`src/sv/fsbp_pkg.sv`:
```
// Package with the types and constants of the field section byte parser.
`timescale 1ns / 1ps

package fsbp_pkg;

  localparam int TABLE_ENTRIES = 10;
  localparam logic [7:0] PREFIX_LITERAL = 8'h20;
  localparam int FIFO_DEPTH = 4;
  localparam int MAX_RESULTS = 3;

  typedef enum logic [2:0] {
    KIND_INDEX    = 3'd0,
    KIND_NAME     = 3'd1,
    KIND_VALUE    = 3'd2,
    KIND_LIT_END  = 3'd3,
    KIND_SECT_OK  = 3'd4,
    KIND_SECT_ERR = 3'd5
  } kind_t;

  typedef enum logic [1:0] {
    ERR_BAD_INDEX   = 2'd0,
    ERR_MALFORMED   = 2'd1,
    ERR_TRUNC_NAME  = 2'd2,
    ERR_TRUNC_VALUE = 2'd3
  } err_t;

  typedef enum logic [2:0] {
    PH_PREFIX       = 3'd0,
    PH_VARINT_FIRST = 3'd1,
    PH_VARINT_MORE  = 3'd2,
    PH_NAME_LEN     = 3'd3,
    PH_NAME         = 3'd4,
    PH_VALUE_LEN    = 3'd5,
    PH_VALUE        = 3'd6
  } phase_t;

  typedef struct packed {
    kind_t      kind;
    logic [3:0] entry_index;
    logic [7:0] text_byte;
    err_t       error_code;
    logic       last_of_run;
  } result_t;

endpackage

```
`src/sv/field_section_byte_parser_top.sv`:
```
// Top level of the field section byte parser: byte decoder and result queue.
//
//   channel | direction | handshake          | payload
//   --------+-----------+--------------------+---------------------------------------------
//   in      | input     | in_valid, in_stall | data_byte, last_byte
//   out     | output    | out_valid, out_stall | kind, entry_index, text_byte, error_code,
//           |           |                    | last_of_run
//
// Each input beat is decoded in the cycle it is accepted and its zero to three results
// are written into a four-entry result queue; the output takes one result per cycle unless
// out_stall is high. While out_stall is low, one byte per cycle is sustained if each byte
// gives at most one result; one result per cycle of drain sets the rate for two or three.
// in_stall is high while the queue holds more than one result.
// Synchronous reset empties the queue and returns the decoder to the prefix phase.
`timescale 1ns / 1ps

module field_section_byte_parser_top (
  input  logic       clk,
  input  logic       rst,
  input  logic       in_valid,
  output logic       in_stall,
  input  logic [7:0] data_byte,
  input  logic       last_byte,
  output logic       out_valid,
  input  logic       out_stall,
  output logic [2:0] kind,
  output logic [3:0] entry_index,
  output logic [7:0] text_byte,
  output logic [1:0] error_code,
  output logic       last_of_run
);

  localparam int PtrW = $clog2(fsbp_pkg::FIFO_DEPTH);
  localparam int CntW = $clog2(fsbp_pkg::FIFO_DEPTH + 1);
  localparam int ResW = $clog2(fsbp_pkg::MAX_RESULTS + 1);

  fsbp_pkg::phase_t phase, phase_next;
  logic [3:0]       acc, acc_next;
  logic             big, big_next;
  logic [2:0]       vleft, vleft_next;
  logic [7:0]       len, len_next;
  logic             disc, disc_next;
  fsbp_pkg::err_t   code, code_next;

  fsbp_pkg::result_t res [fsbp_pkg::MAX_RESULTS];
  logic [ResW-1:0]   nres;
  logic              finish;

  fsbp_pkg::result_t fifo [fsbp_pkg::FIFO_DEPTH];
  logic [PtrW-1:0]   wptr, rptr;
  logic [CntW-1:0]   count;
  logic              accept, pop;
  fsbp_pkg::result_t head;

  assign accept = in_valid & ~in_stall;
  assign pop    = out_valid & ~out_stall;
  assign in_stall  = (count > CntW'(1));
  assign out_valid = (count != '0);
  assign head = fifo[rptr];

  assign kind        = head.kind;
  assign entry_index = head.entry_index;
  assign text_byte   = head.text_byte;
  assign error_code  = head.error_code;
  assign last_of_run = head.last_of_run;

  always_comb begin
    phase_next = phase;
    acc_next   = acc;
    big_next   = big;
    vleft_next = vleft;
    len_next   = len;
    disc_next  = disc;
    code_next  = code;
    finish     = 1'b0;
    nres       = '0;
    for (int i = 0; i < fsbp_pkg::MAX_RESULTS; i++) begin
      res[i] = '{kind: fsbp_pkg::KIND_INDEX, entry_index: 4'd0, text_byte: 8'd0,
                 error_code: fsbp_pkg::ERR_BAD_INDEX, last_of_run: 1'b0};
    end

    if (!disc) begin
      case (phase)
        fsbp_pkg::PH_PREFIX: begin
          if (data_byte[7]) begin
            phase_next = fsbp_pkg::PH_VARINT_FIRST;
          end else if (data_byte == fsbp_pkg::PREFIX_LITERAL) begin
            phase_next = fsbp_pkg::PH_NAME_LEN;
          end else begin
            disc_next = 1'b1;
            code_next = fsbp_pkg::ERR_MALFORMED;
          end
        end
        fsbp_pkg::PH_VARINT_FIRST: begin
          // The integer can never exceed 62 bits, so only its low nibble and
          // a flag for any higher set bit are kept.
          acc_next = data_byte[3:0];
          big_next = |data_byte[5:4];
          case (data_byte[7:6])
            2'd0:    vleft_next = 3'd0;
            2'd1:    vleft_next = 3'd1;
            2'd2:    vleft_next = 3'd3;
            default: vleft_next = 3'd7;
          endcase
          if (data_byte[7:6] == 2'd0) begin
            finish = 1'b1;
          end else begin
            phase_next = fsbp_pkg::PH_VARINT_MORE;
          end
        end
        fsbp_pkg::PH_VARINT_MORE: begin
          acc_next   = data_byte[3:0];
          big_next   = big | (acc != 4'd0) | (|data_byte[7:4]);
          vleft_next = vleft - 3'd1;
          if (vleft_next == 3'd0) begin
            finish = 1'b1;
          end
        end
        fsbp_pkg::PH_NAME_LEN: begin
          len_next   = data_byte;
          phase_next = (data_byte == 8'd0) ? fsbp_pkg::PH_VALUE_LEN : fsbp_pkg::PH_NAME;
        end
        fsbp_pkg::PH_NAME: begin
          res[nres].kind      = fsbp_pkg::KIND_NAME;
          res[nres].text_byte = data_byte;
          nres = nres + ResW'(1);
          len_next = len - 8'd1;
          if (len_next == 8'd0) begin
            phase_next = fsbp_pkg::PH_VALUE_LEN;
          end
        end
        fsbp_pkg::PH_VALUE_LEN: begin
          len_next = data_byte;
          if (data_byte == 8'd0) begin
            res[nres].kind = fsbp_pkg::KIND_LIT_END;
            nres = nres + ResW'(1);
            phase_next = fsbp_pkg::PH_PREFIX;
          end else begin
            phase_next = fsbp_pkg::PH_VALUE;
          end
        end
        fsbp_pkg::PH_VALUE: begin
          res[nres].kind      = fsbp_pkg::KIND_VALUE;
          res[nres].text_byte = data_byte;
          nres = nres + ResW'(1);
          len_next = len - 8'd1;
          if (len_next == 8'd0) begin
            res[nres].kind = fsbp_pkg::KIND_LIT_END;
            nres = nres + ResW'(1);
            phase_next = fsbp_pkg::PH_PREFIX;
          end
        end
        default: begin
          phase_next = fsbp_pkg::PH_PREFIX;
        end
      endcase
    end

    if (finish) begin
      if (big_next || (32'(acc_next) >= fsbp_pkg::TABLE_ENTRIES)) begin
        disc_next = 1'b1;
        code_next = fsbp_pkg::ERR_BAD_INDEX;
      end else begin
        res[nres].kind        = fsbp_pkg::KIND_INDEX;
        res[nres].entry_index = acc_next;
        nres = nres + ResW'(1);
      end
      phase_next = fsbp_pkg::PH_PREFIX;
      acc_next   = 4'd0;
      big_next   = 1'b0;
      vleft_next = 3'd0;
    end

    if (last_byte) begin
      if (!disc_next) begin
        if (phase == fsbp_pkg::PH_NAME_LEN || phase_next == fsbp_pkg::PH_NAME_LEN) begin
          disc_next = 1'b1;
          code_next = fsbp_pkg::ERR_MALFORMED;
        end else if (phase_next inside {fsbp_pkg::PH_VARINT_FIRST,
                                        fsbp_pkg::PH_VARINT_MORE}) begin
          disc_next = 1'b1;
          code_next = fsbp_pkg::ERR_BAD_INDEX;
        end else if (phase_next inside {fsbp_pkg::PH_NAME, fsbp_pkg::PH_VALUE_LEN}) begin
          disc_next = 1'b1;
          code_next = fsbp_pkg::ERR_TRUNC_NAME;
        end else if (phase_next == fsbp_pkg::PH_VALUE) begin
          disc_next = 1'b1;
          code_next = fsbp_pkg::ERR_TRUNC_VALUE;
        end
      end
      if (disc_next) begin
        res[nres].kind       = fsbp_pkg::KIND_SECT_ERR;
        res[nres].error_code = code_next;
      end else begin
        res[nres].kind = fsbp_pkg::KIND_SECT_OK;
      end
      nres = nres + ResW'(1);
      phase_next = fsbp_pkg::PH_PREFIX;
      acc_next   = 4'd0;
      big_next   = 1'b0;
      vleft_next = 3'd0;
      len_next   = 8'd0;
      disc_next  = 1'b0;
      code_next  = fsbp_pkg::ERR_BAD_INDEX;
    end

    if (nres != '0) begin
      res[nres - ResW'(1)].last_of_run = 1'b1;
    end
  end

  always_ff @(posedge clk) begin
    if (rst) begin
      phase <= fsbp_pkg::PH_PREFIX;
      acc   <= 4'd0;
      big   <= 1'b0;
      vleft <= 3'd0;
      len   <= 8'd0;
      disc  <= 1'b0;
      code  <= fsbp_pkg::ERR_BAD_INDEX;
    end else if (accept) begin
      phase <= phase_next;
      acc   <= acc_next;
      big   <= big_next;
      vleft <= vleft_next;
      len   <= len_next;
      disc  <= disc_next;
      code  <= code_next;
    end
  end

  always_ff @(posedge clk) begin
    if (accept) begin
      for (int i = 0; i < fsbp_pkg::MAX_RESULTS; i++) begin
        if (ResW'(i) < nres) begin
          fifo[PtrW'(wptr + PtrW'(i))] <= res[i];
        end
      end
    end
  end

  always_ff @(posedge clk) begin
    if (rst) begin
      wptr  <= '0;
      rptr  <= '0;
      count <= '0;
    end else begin
      if (accept) begin
        wptr <= PtrW'(wptr + PtrW'(nres));
      end
      if (pop) begin
        rptr <= rptr + PtrW'(1);
      end
      count <= count + (accept ? CntW'(nres) : CntW'(0)) - (pop ? CntW'(1) : CntW'(0));
    end
  end

endmodule

```
`config.mk`:
```
export PLATFORM = sky130hd
export DESIGN_NAME = field_section_byte_parser_top
export DESIGN_NICKNAME = d
export VERILOG_FILES = /design/src/sv/fsbp_pkg.sv /design/src/sv/field_section_byte_parser_top.sv
export SDC_FILE = /design/constraint.sdc
export NUM_CORES = 1
export LEC_CHECK = 0
export BUFFER_PORTS_ARGS = -buffer_cell sky130_fd_sc_hd__buf_2
export CAP_MARGIN = 20
export CORE_ASPECT_RATIO = 1.4
export CORE_MARGIN = 5
export CORE_UTILIZATION = 30
export DETAILED_ROUTE_END_ITERATION = 8
export GPL_ROUTABILITY_DRIVEN = 1
export HOLD_SLACK_MARGIN = 0.05
export MAX_ROUTING_LAYER = met4
export PLACE_DENSITY_LB_ADDON = 0.25
export SYNTH_ARGS = -nofsm -noshare
export SYNTH_HDL_FRONTEND = slang
export SYNTH_SLANG_ARGS = --single-unit
```
`constraint.sdc`:
```
create_clock -name clk -period 5.95 [get_ports clk]
set_input_delay 0.2975 -clock clk [delete_from_list [all_inputs] [get_ports clk]]
set_output_delay 0.2975 -clock clk [all_outputs]
set_load 0.1 [all_outputs]
```
==> results.sh <==
export IMPL_critical_path_max_stage_delay_ns=0.61
export IMPL_period_share=0.8233
export IMPL_grt_overflow=0
export IMPL_initial_core_util=0.3041
export IMPL_finalSetupViolations=0
export IMPL_grt_use_total=0.1564
export IMPL_synthArstFlopShare=0
export IMPL_drt_total_wl_um=16680
export IMPL_finalPower_mw=2.502
export IMPL_r2r_slack_ns=1.05
export IMPL_avgSynthCellArea_um2=10.31
export IMPL_synth_ff_type="edfxtp_1"
export IMPL_nets=633
export IMPL_synth_cell_types=84
export IMPL_relSlewSlack=0.3433
export IMPL_r2r_start="len[0]"
export IMPL_drv_slew=0
export IMPL_synthTopCellsByArea="edfxtp_1 36%, dfxtp_1 10%, mux4_2 6.7%"
export IMPL_syn_nets=611
export IMPL_cap_violations=0
export IMPL_numCtsBuffers=9
export IMPL_required_ns=6.01
export IMPL_min_delay_start="data_byte[0]"
export IMPL_drt_first_pass_iters=5
export IMPL_layout_drive_gt1_share=0.1967
export IMPL_hold_class="primary input to flip-flop"
export IMPL_die_area_um2=23010
export IMPL_diodes=0
export IMPL_grt_setup_unrepaired="no"
export IMPL_avgRoutedWirePerCell_um=19.35
export IMPL_grt_pass1_wl_um=27120
export IMPL_ys_warn_count=0
export IMPL_fp_row_count=61
export IMPL_irDropWorstVdd_v=0.0001351
export IMPL_grt_pass1_vias=4891
export IMPL_cts_root_buf="clkbuf_16"
export IMPL_port_buffers=32
export IMPL_coreArea_um2=19770
export IMPL_max_freq_mhz=204.1
export IMPL_insertion_delay_ns=0.36
export IMPL_startpoint_type="flip-flop"
export IMPL_mostFrequentLayoutCells="89 x nor2_1, 72 x edfxtp_1, 37 x nand2_1"
export IMPL_critPathArrivalTime_ns=4.96
export IMPL_ys_seq_area_frac=0.4629
export IMPL_cts_htree_levels=3
export IMPL_yosysTopAreaCell="edfxtp_1"
export IMPL_vias=4687
export IMPL_die_w_um=129.6
export IMPL_drcViolationCount=0
export IMPL_die_height_um=177.5
export IMPL_syn_inst=583
export IMPL_startpoint="len[0]"
export IMPL_tightest_slew_ns=0.9761
export IMPL_netlist_area_um2=6011
export IMPL_rr_endpoint="fifo[0][0]"
export IMPL_crit_path_end_kind="flip-flop"
export IMPL_grt_max_degree=32
export IMPL_crit_chain="inv_1, ha_1, or3b_4, o31a_4, nor3_4, nand3_4, ha_1, a31oi_1, ha_1, and2_1, nor2_2, o21ai_0, a211oi_2, buf_12"
export IMPL_pin_count=33
export IMPL_fin_tns_setup_ns=0
export IMPL_antenna_found_initial=0
export IMPL_drtIter0Drc=248
export IMPL_ff2ff_path_depth=14
export IMPL_hold_viol=0
export IMPL_cts_resized=0
export IMPL_critPathMostFrequentCell="ha_1"
export IMPL_period_minus_slack_ns=4.899
export IMPL_antenna_left=0
export IMPL_endpoint="fifo[0][0]"
export IMPL_clk_pin_slew_ns=0.08
export IMPL_status="finished, final reports clean"
export IMPL_place_hpwl_um=12680
export IMPL_ys_ff_latch=103
export IMPL_cts_sinks=103
export IMPL_clk_path_buf_depth=2
export IMPL_final_common_cell="nor2_1"
export IMPL_post_cts_setup_buffer_count=0
export IMPL_p_leak_nw=2.359
export IMPL_area_delta_synth_final_pct=12.70
export IMPL_gp_congestion=0.9490
export IMPL_synth_top_area_frac=0.3597
export IMPL_power_density_nw_per_um2=369.3
export IMPL_crit_fanout=13
export IMPL_cts_tree="built"
export IMPL_cp_slowest_cell="a211oi_2"
export IMPL_synth_edf_count=72
export IMPL_path_class="flip-flop to flip-flop"
export IMPL_vias_per_cell=5.437
export IMPL_skew_ns=0.01348
export IMPL_ctsHoldBuffers=0
==> worst min path at each step <==
stage,end,depth (start not counted)
floorplan,big,2
global placement,big,2
detailed placement,big,2
CTS,acc[3],3
global route,acc[3],3
finish,acc[0],3
==> cell families after synthesis <==
family	Yosys count	synth area share
AO/OA/AOI/OAI	143	0.1665
XOR/XNOR	11	0.01915
adder cells (fa/ha/maj)	15	0.03247
buffers and inverters	55	0.03768
flip-flops	103	0.4629
multiplexers	25	0.07952
AND/OR/NAND/NOR	231	0.2017
==> registers in the layout, summed over array words and instances, names as in the netlist, named ones only <==
signal  count
acc         4
big         1
code        2
count       3
disc        1
fifo       72
len         8
phase       3
rptr        2
vleft       3
wptr        2
==> worst max-delay path, delay by kind of cell (launching register included) <==
kind | cells | cell delay [ns]
and+or+nand+nor | 5 | 1.47
adders and majority gates | 3 | 1.00
AOI/OAI and AO/OA | 4 | 1.46
DFF | 1 | 0.36
buffers and inverters | 2 | 0.30
==> Yosys cell counts (4+ instances only) <==
library cell and n:
nand2_1 37, ha_1 14, mux2i_1 5, nand3_1 13, and3_1 6, xnor2_1 7
nor3_1 28, nor2_1 89, buf_2 6, buf_1 5, or3_1 8, nor4_1 4
o22ai_1 5, edfxtp_1 72, and2_1 5, clkbuf_1 19, o21ai_0 27, dfxtp_1 31
a22oi_1 12, nor3b_1 4, nor2b_1 4, a211oi_1 9, a31oi_1 7, a21oi_1 36
mux4_2 18, inv_1 21
==> per-layer routing <==
layer,share of wire,up-vias,routed length [um],GRT usage
met4,0.024,0,404,0.05243
met3,0.031,28,512,0.02379
li1,-,2239,-,-
met1,0.41,2306,6783,0.1798
met5,0,-,0,-
met2,0.54,114,8978,0.2762
==> metrics by stage <==
stage / setup slack (ns) / hold slack, ns / cells / utilization / cell area (um^2)
2_1_floorplan: 0.6357 / 0.4319 / 583 / - / 6011
3_3_place_gp: 1.223 / 0.4433 / 846 / 0.3270 / 6464
3_5_place_dp: 1.072 / 0.4497 / 846 / 0.3270 / 6464
4_1_cts: 1.033 / 0.3018 / 862 / 0.3427 / 6774
5_1_grt: 0.6965 / 0.3069 / 862 / 0.3427 / 6774
6_report: 1.051 / 0.3069 / 862 / 0.3427 / 6774
==> power by group <==
part / total, mW / internal [mW] / switching, mW / leakage (nW)
clock network: 0.599 / 0.301 / 0.298 / 0.146
registers: 0.887 / 0.838 / 0.0491 / 0.945
logic: 1.02 / 0.255 / 0.760 / 1.27
==> layout make-up <==
cell class	instances	area, um^2
tap	252	315.3
timing repair buffer	42	247.7
clock inverter	7	85.08
fill	1987	12990
clock buffer	9	225.2
inverter	24	95.09
multi-input combinational	425	3023
sequential	103	2783
(Power assumes the default switching activity.)
